===== src/rtl/hufd_pkg.sv =====
// Shared types and constants of the Huffman tree-walk decoder.
// Depends on nothing; the controller, datapath, top level and testbench import it.
package hufd_pkg;

	localparam int NODE_W          = 9;
	localparam int NODE_DEPTH      = 512;
	localparam int SYM_W           = 8;
	localparam int CNT_W           = 9;
	localparam int VBITS_W         = 4;
	localparam int BYTE_W          = 8;
	localparam int MAX_SYMBOLS_DEF = 256;
	localparam int CNT_MIN         = 2;

	// Item kinds
	localparam logic KIND_LOAD = 1'b0;
	localparam logic KIND_CODE = 1'b1;

	typedef struct packed {
		logic               kind;
		logic [NODE_W-1:0]  node_index;
		logic [NODE_W-1:0]  left_index;
		logic [NODE_W-1:0]  right_index;
		logic [SYM_W-1:0]   leaf_value;
		logic [BYTE_W-1:0]  code_byte;
		logic [VBITS_W-1:0] valid_bits;
		logic               final_byte;
	} in_item_t;

	typedef struct packed {
		logic [SYM_W-1:0] symbol;
		logic             run_last;
		logic             stream_end;
	} out_item_t;

	typedef struct packed {
		logic [CNT_W-1:0] symbol_count;
	} cfg_item_t;

	typedef struct packed {
		logic [NODE_W-1:0] left;
		logic [NODE_W-1:0] right;
	} node_ent_t;

	typedef enum logic [2:0] {
		S_IDLE,
		S_ROOT_RD,
		S_ROOT_WR,
		S_START,
		S_WALK,
		S_FLUSH
	} state_t;

	// Controller to datapath
	typedef struct packed {
		logic cfg_wr;
		logic load;
		logic take_byte;
		logic root_rd;
		logic root_wr;
		logic start;
		logic step;
		logic last_check;
		logic flush;
	} ctl_cmd_t;

	// Datapath to controller
	typedef struct packed {
		logic leaf_hit;
		logic hold_v;
		logic out_free;
		logic bits_done;
	} dp_sts_t;

endpackage


===== src/rtl/hufd_ctrl.sv =====
// Controller state machine of the Huffman tree-walk decoder.
// Depends on hufd_pkg; drives hufd_datapath through ctl_cmd_t.
module hufd_ctrl (
	input  logic               clk,
	input  logic               arst_n,
	input  logic               in_valid,
	input  logic               in_kind,
	input  logic               cfg_valid,
	input  hufd_pkg::dp_sts_t  sts,
	output logic               in_ready,
	output hufd_pkg::ctl_cmd_t cmd
);
	import hufd_pkg::*;

	state_t state_q;
	state_t state_d;
	logic   stall;
	logic   in_fire;

	// Hold the walk while a finished symbol cannot be handed on
	assign stall   = sts.leaf_hit && sts.hold_v && !sts.out_free;
	assign in_fire = in_valid && in_ready;

	// State register
	always_ff @(posedge clk or negedge arst_n) begin
		if (!arst_n) begin
			state_q <= S_IDLE;
		end else begin
			state_q <= state_d;
		end
	end

	// Next state
	always_comb begin
		state_d = state_q;
		unique case (state_q)
			S_IDLE: begin
				if (in_fire && in_kind == KIND_CODE) state_d = S_START;
			end
			S_ROOT_RD: state_d = S_ROOT_WR;
			S_ROOT_WR: state_d = S_IDLE;
			S_START:   state_d = S_WALK;
			S_WALK: begin
				if (!stall && sts.bits_done) state_d = S_FLUSH;
			end
			S_FLUSH: begin
				if (!sts.hold_v || sts.out_free) state_d = S_IDLE;
			end
			default:   state_d = S_IDLE;
		endcase
		// a new symbol count always refetches the root entry
		if (cfg_valid) state_d = S_ROOT_RD;
	end

	// Outputs
	always_comb begin
		in_ready       = 1'b0;
		cmd            = '0;
		cmd.cfg_wr     = cfg_valid;
		unique case (state_q)
			S_IDLE: begin
				in_ready      = !cfg_valid;
				cmd.load      = in_fire && in_kind == KIND_LOAD;
				cmd.take_byte = in_fire && in_kind == KIND_CODE;
			end
			S_ROOT_RD: cmd.root_rd = 1'b1;
			S_ROOT_WR: cmd.root_wr = 1'b1;
			S_START:   cmd.start = 1'b1;
			S_WALK: begin
				cmd.step       = !stall && !sts.bits_done;
				cmd.last_check = !stall && sts.bits_done;
			end
			S_FLUSH:   cmd.flush = !sts.hold_v || sts.out_free;
			default:   in_ready = 1'b0;
		endcase
	end

endmodule


===== config.mk =====
export PLATFORM = sky130hd
export DESIGN_NAME = hufd_ctrl
export DESIGN_NICKNAME = d
export VERILOG_FILES = /design/src/rtl/hufd_pkg.sv /design/src/rtl/hufd_ctrl.sv
export SDC_FILE = /design/constraint.sdc
export NUM_CORES = 1
export LEC_CHECK = 0
export ABC_AREA = 1
export BUFFER_PORTS_ARGS = -buffer_cell sky130_fd_sc_hd__buf_2
export CORE_AREA = 2 2 39 41
export DETAILED_ROUTE_END_ITERATION = 8
export DIE_AREA = 0 0 41 43
export PLACE_DENSITY = 0.59
export SETUP_SLACK_MARGIN = 0.1
export SLEW_MARGIN = 20
export SYNTH_ARGS = -nofsm -noshare
export SYNTH_HDL_FRONTEND = slang
export SYNTH_SLANG_ARGS = --single-unit
export TNS_END_PERCENT = 100

===== constraint.sdc =====
create_clock -name clk -period 1 [get_ports clk]
set_input_delay 0.15 -clock clk [delete_from_list [all_inputs] [get_ports clk]]
set_output_delay 0.15 -clock clk [all_outputs]
set_load 0.005 [all_outputs]

==> results by stage, run 1 <==
Outcome:
- The run finished, with violations left.
- The checks that failed: negative setup slack.

Finish:
- state_q holds more flip-flops than any other register.
- The number of fill cells is 143.
- 0 antenna diodes ended up in the layout.
- The layout overhead on the synthesized area is 118%.
- The share of post-route cells with drive strength above 1 is around two thirds.
- After routing the design area is 608 µm².
- In the final layout, the registers with the most flip-flops are state_q: 3 flops.
- The number of nets in the finished design is 91.
- The number of flip-flops under the largest register name is 3.

Flow run:
- The max-cap violation count is 0.

Setup path:
- The required time of the critical path is roughly 0.85 ns.
- The worst register-to-register path has a setup slack of -0.21 ns.
- The highest net fanout along the worst path is 4.
- The classification of the worst setup path is reg2out.
- The worst setup path is launched from a flop.
- The arrival time of the worst setup path is between 1 and 1.5 ns.
- The worst setup path is captured at a primary output.

Die:
- The die covers 0.00176 mm².
- The die outline height is 43 µm.
- The number of cell rows is 14.
- After floorplanning, the core was sized to cover between 0.001 and 0.0015 mm².
- 19 I/O pins were placed.
- The effective utilization at floorplan is 20.2%.
- The width of the die is slightly above 40 µm.

Timing:
- Derived from the worst setup path, the maximum achievable clock frequency is between 0.7 and 0.8 GHz.
- The final worst clock skew is around 0.0034 ns.
- The hold violation count in the final report is 0.
- The final-report max-slew violation count came to 0.
- Setup total negative slack on the finished layout was measured at -3.45 ns.
- The worst path setup slack after routing is -0.378 ns.
- Setup repair after global routing could not meet its margin everywhere.
- The worst-margin pin slew is about 0.16 ns.
- The final count of negative-setup-slack endpoints is 12.
- The worst-case headroom to the max-slew limit is 89.4%.
- The post-layout minimum cycle time is between 1 and 1.5 ns.
- Of the available clock period, the critical path in the final layout requires 138%.

Drt:
- The detailed-route wire length per cell is slightly above 9 µm.
- The total number of vias is roughly 420.
- Before antenna repair, the detailed router went through 4 iterations.
- The number of remaining DRC errors is 0.
- The count of nets left with antenna violations once routing finished came out at 0.
- The detail-routed via count per cell is 4.30.
- The total wire length after detailed routing is roughly 900 µm.
- The violation count after the first detailed-route iteration is 9.

GRT:
- The first-pass GRT wire length is roughly 1300 µm.
- The number of antenna violations at the first check in global routing is 0.
- The number of global-route vias before repair is ~360.
- Across every metal layer, demand over resource in global routing totals between 10% and 20%.
- The pin count of the biggest net entering global routing is 7.
- For this run the aggregate overflow at the end of global routing stands at 0.

Place:
- The post-detailed-placement half-perimeter wirelength is 599 µm.
- The count of buffers added on input and output ports is 18.
- The cell area after placement is around 420 µm².
- The final weighted congestion of routability-driven global placement is between 0.7 and 0.8.

Logic synthesis:
- The cell type with the largest total area after synthesis is dfrtp_1.
- The cell area after synthesis is 279 µm².
- Summing the sequential cell areas from Yosys gives ~27% of the chip area.
- The synthesized netlist contains 16 unique library cells.
- The mean area per synthesized cell is 6.20 µm².
- The total nets after synthesis is between 50 and 60.
- During synthesis, Yosys emitted a total of 0 warnings.
- The area share of the leading cell type in the synthesized netlist is 26.9%.
- The flop and latch count out of synthesis is 3.
- After technology mapping, the gate count stands at 45.
- Yosys attributes the largest share of cell area to dfrtp_1 27%, nand2_1 12%, nor2_1 9.4%, o21ai_2 9.4%, nand3_1 5.4%.

Clock network:
- The clock latency reported for the late side of the worst-skew pair is 0.23 ns.
- The clock net sink count is 3.
- The maximum level of the CTS H-tree is 1.
- The clock tree root buffer cell is clkbuf_4.
- TritonCTS built the clock tree.
- In this run the deepest clock path goes through 2 buffers.
- After clock tree synthesis, the clock-pin slew on the worst setup and hold paths is 0.04 ns.
- The clock buffer count from CTS is 3.

Pwr:
- The worst-case IR drop observed on VDD is 0.618 mV.
- The power per cell area is around 1600 mW/mm².
- The total leakage power is around 0.00033 µW.

Hold path:
- The tightest min-delay check is of the in2async type.
cell type report:
class,count,area [µm²],share of cell area [%]
inverter,8,30.0,4.94
clock buffer,4,26.3,4.32
multi-input combinational,33,225,37.0
timing repair buffer,33,230,37.9
sequential,3,76.3,12.6
tap,16,20.0,3.29
critical path, cell delays in order, from the launching register on:
cell,delay (ns)
dfrtp_1,0.40
nor2_1,0.10
nand2_1,0.09
nor2_2,0.13
nand2_1,0.08
nor2_1,0.08
buf_2,0.11
power breakdown:
part           total, µW  internal, µW  switching, µW
Sequential           197           153           44.5
Combinational        552           302            250
Clock                211           149           61.6
kinds of logic (layout without fill, tap and decap cells):
kind of cell           after synthesis  after routing  synth area share, %
DFF                                  3              3                 26.9
buffers and inverters                9             45                 13.5
and+or+nand+nor                     27             27                 44.8
AOI/OAI and AO/OA                    6              6                 14.8
placed cells by master, fill, tap and decap left out, types with 3 or more instances in the layout:
| cell | instances |
|---|---|
| buf_2 | 17 |
| buf_4 | 9 |
| buf_6 | 6 |
| clkbuf_4 | 3 |
| inv_1 | 3 |
| inv_2 | 5 |
| nand2_1 | 9 |
| nor2_1 | 5 |
Yosys cell counts:
cell and n:
o21ai_1 1, dfrtp_1 3, nand2_1 9, nor3_2 1, inv_2 4, nand3_1 3, a21oi_1 1, nand2_2 1
buf_4 1, inv_1 4, o21ai_2 3, nor2_2 2, nand4_1 1, o21ai_0 1, nor3_1 3, nor2_1 7
stage by stage:
step	utilization, %	hold WS (ns)	cells	setup WS, ns	power [µW]
6_report	43.9	0.243	97	-0.378	960
3_3_place_gp	30.2	-0.0539	82	-0.136	482
3_5_place_dp	30.2	-0.0468	82	-0.156	481
2_1_floorplan	-	-0.146	45	-0.0662	350
5_1_grt	43.9	0.250	97	-0.459	1030
4_1_cts	42.0	0.238	96	-0.399	912
worst paths after layout:
kind / cells after the start / endpoint / startpoint
min reg2reg: 3 / state_q[0] / state_q[1]
max: 6 / cmd[6] / state_q[1]
max in group asynchronous: 2 / state_q[0] / arst_n
min: 2 / state_q[1] / arst_n
max reg2reg: 6 / state_q[2] / state_q[2]
min in group clk: 4 / state_q[0] / cfg_valid
what timing repair did:
item	CTS	global route
endpoints found under the setup margin	12	12
gates resized for setup	14	6
pin swaps	9	6
hold endpoints to repair	3	0
hold buffers	1	0
setup buffers	11	3
per-layer routing:
metal | GRT usage [%] | up-vias | routed length, µm | part of all wire, %
met2 | 20.0 | 14 | 486 | 55
met3 | 1.57 | 4 | 40 | 4.5
met4 | 12.0 | 0 | 32 | 3.6
li1 | - | 213 | - | -
met5 | 0 | - | 0 | 0
met1 | 10.0 | 186 | 329 | 37
No activity file was read; power rests on OpenSTA's default activity.
==> inputs of run 2 (changes only) <==
--- a/config.mk
+++ b/config.mk
@@ -10,8 +10,9 @@
 export CORE_AREA = 2 2 39 41
 export DETAILED_ROUTE_END_ITERATION = 8
 export DIE_AREA = 0 0 41 43
-export PLACE_DENSITY = 0.59
+export PLACE_DENSITY = 0.57
 export SETUP_SLACK_MARGIN = 0.1
+export SKIP_LAST_GASP = 1
 export SLEW_MARGIN = 20
 export SYNTH_ARGS = -nofsm -noshare
 export SYNTH_HDL_FRONTEND = slang
==> constraint.sdc (replaced) <==
create_clock -name clk -period 1.4 [get_ports clk]
set_input_delay 0.21 -clock clk [delete_from_list [all_inputs] [get_ports clk]]
set_output_delay 0.21 -clock clk [all_outputs]
set_load 0.005 [all_outputs]
==> run 2 against run 1 <==
Against the previous run:
- the run now ends clean
- register-to-register slack gained 0.40 ns
- cell area shrank 18%
- clock-buffer cell count is the same
- sequential share of layout area grew 2.7 points
- final cell count shrank 7.2%
- die area is the same
- hold slack gained 0.049 ns
- largest power group unchanged
- clock skew shrank 0.00051 ns
- flip-flop and latch count is the same
- worst setup slack gained 0.38 ns
- critical path type unchanged
- power shrank 42%
==> results by stage, run 2 (synthesis results as in run 1) <==
Flow run:
- The max-cap violation count is 0 (unchanged).

Finish:
- The final cell count without fillers is 90 (-7.2%).
- The number of nets in the finished design is 84 (-7.7%).
- The number of flip-flops under the largest register name is 3 (unchanged).
- In the layout the commonest cells are 17 x buf_2, 9 x nand2_1, 7 x buf_4.
- The share of post-route cells with drive strength above 1 was 59.5% (-7.2 points).
- The number of inserted diodes was 0 (unchanged).
- The register bank with the most flops is state_q.
- In the final layout, the registers with the most flip-flops are state_q: 3 flops.
- The layout overhead on the synthesized area is 79.4%.
- Leaving out fill and tap cells, the most frequent cell in the layout is buf_2.

Drt:
- The violation count after the first detailed-route iteration is 2 (-7).
- The total wire length after detailed routing is 676 µm (-24%).
- The post-detailed-route count of antenna-violating nets is 0 (unchanged).
- The number of detailed-route iterations in the first pass was 3 (-1).
- The number of remaining DRC errors is 0 (unchanged).
- The detailed-route wire length per cell is 7.51 µm (-18%).
- The detail-routed via count per cell is 4.23 (-1.5%).
- The total number of vias is 381 (-8.6%).

Timing:
- The hold violation count in the final report was 0 (unchanged).
- The worst-case headroom to the max-slew limit is 88.6% (-0.83 points).
- The routed design could run at a clock period as short as about 1.4 ns.
- Setup repair after global routing could not meet its margin everywhere.
- The final worst clock skew came to 0.00294 ns (-0.000509 ns).
- The final-report max-slew violation count is 0 (unchanged).
- The final count of negative-setup-slack endpoints was 0 (-12).
- The worst-margin pin slew is 0.170 ns (+0.0124 ns).
- The fmax is approximately 0.71 GHz.
- The portion of the clock cycle consumed by the worst path in the final layout is 99.9%.

Pwr:
- The worst supply voltage drop on vdd is 0.276 mV (-55%).
- The total leakage power is 0.000276 µW (-16%).
- The power consumption is 556 µW (-42%).
- The switching power was 203 µW (-43%).
- The power per cell area is 1110 mW/mm² (-30%).
- The combinational cell fraction of total power is 48.3% (-9.2 points).
- The clock network power share is 27.2% (+5.2 points).
- The net switching share of the total power came to 36.4% (-0.65 points).
- The internal power is 354 µW (-41%).
- The proportion of power drawn by flip-flops and latches is 24.5% (+4.0 points).

Die:
- The effective utilization at floorplan was 20.2% (unchanged).
- The die outline area is 0.00176 mm² (unchanged).
- The I/O pin total is 19 (unchanged).
- The number of cell rows is 14 (unchanged).
- The width of the die is 41 µm (unchanged).
- The placeable core region is 0.00138 mm² (unchanged).
- The die outline height came to 43 µm (unchanged).

GRT:
- The pin count of the biggest net entering global routing is 7 (unchanged).
- The number of global-route vias before repair came to 340 (-4.5%).
- The overflow left after global routing was 0 (unchanged).
- The total global-route track usage was 9.66% (-2.0 points).
- The first-pass GRT wire length came to 1150 µm (-13%).
- The number of antenna violations at the first check in global routing is 0 (unchanged).

Place:
- The final weighted congestion of routability-driven global placement was 0.674 (-12%).
- The quantity of I/O buffers inserted on ports is 18 (unchanged).
- The number of instances in the placed design is 78 (-4.9%).
- The post-detailed-placement half-perimeter wirelength is 521 µm (-13%).

Setup path:
- The arrival time of the worst setup path came to 1.19 ns (-0.04 ns).
- The highest net fanout along the worst path came to 4 (unchanged).
- STA classifies the critical path startpoint as a flop.
- The worst setup path is of the reg2out kind.
- The required time of the critical path is 1.19 ns (+0.34 ns).
- The worst setup path is captured at a primary output.

Clock network:
- The number of buffers on the longest clock path is 2 (unchanged).
- The clock net sink count is 3 (unchanged).
- The maximum level of the CTS H-tree came to 1 (unchanged).
- The clock latency reported for the late side of the worst-skew pair is 0.23 ns (about the same).
- The CTS tree is built.
- The clock-pin slew of the registers on the worst-case setup and hold paths is 0.04 ns (about the same).
- The clock buffer count from CTS is 3 (unchanged).
- The cell sitting at the root of the clock tree is a clkbuf_4.

Hold path:
- The worst hold path belongs to the class in2reg.

Outcome:
- The flow ran to the end, and the final reports show no timing, DRC or antenna violations.
-- run 2: worst paths after layout --
| path | start | endpoint | slack [ns] | cells after the start |
|---|---|---|---|---|
| max in group asynchronous | arst_n | state_q[0] | 0.98 | 2 |
| worst max register to register | state_q[1] | state_q[0] | 0.19 | 8 |
| worst min register to register | state_q[2] | state_q[1] | 0.59 | 3 |
| min in group asynchronous | arst_n | state_q[2] | 0.30 | 2 |
| worst max-delay path | state_q[1] | cmd[6] | 0.0009 | 6 |
| worst min-delay path | cfg_valid | state_q[2] | 0.29 | 4 |
-- run 2: layout make-up --
| type | instances | area, µm² |
|---|---|---|
| Fill cell | 171 | 883 |
| Timing Repair Buffer | 26 | 159 |
| Inverter | 8 | 30.0 |
| Sequential cell | 3 | 76.3 |
| Clock buffer | 4 | 26.3 |
| Multi-Input combinational cell | 33 | 189 |
| Tap cell | 16 | 20.0 |
-- run 2: critical path, cell delays in order (launching register included) --
cell and delay, ns:
dfrtp_1 0.40, nor2_1 0.10, nand2_1 0.08, nor2_2 0.12, nand2_1 0.08, nor2_1 0.08
buf_2 0.11
-- run 2: per-layer routing --
layer  GRT usage (%)  part of all wire (%)  vias up  wire length, µm
met4            8.00                     0        0                0
met2            15.6                    55        9              375
met3            1.57                   4.1        0               28
met5               0                     0        -                0
li1                -                     -      203                -
met1            10.0                    40      169              271
-- run 2: power by group through the flow --
stage               Combinational (µW)  Clock [µW]  Sequential (µW)
finish                             269         151              136
global route                       300         171              142
CTS                                241         161              136
detailed placement                 170           0              141
global placement                   169           0              141
floorplan                          110           0              135
-- run 2: what timing repair did --
| action | CTS | global route |
|---|---|---|
| hold endpoints to repair | 3 | 0 |
| resized for setup | 4 | 4 |
| hold buffers | 1 | 0 |
| setup endpoints to repair | 7 | 9 |
| buffers inserted | 5 | 2 |
| pin swaps | 1 | 1 |
-- run 2: per-stage QoR --
stage	hold WS (ns)	setup TNS (ns)	worst slack [ns]	instance area, µm²	util [%]
2_1_floorplan	-0.0856	0	0.273	279	-
3_3_place_gp	0.00835	0	0.159	382	27.6
3_5_place_dp	0.00852	0	0.147	382	27.6
4_1_cts	0.288	-0.0933	-0.0465	472	34.1
5_1_grt	0.297	-0.582	-0.164	500	36.2
6_report	0.291	0	0.000876	500	36.2
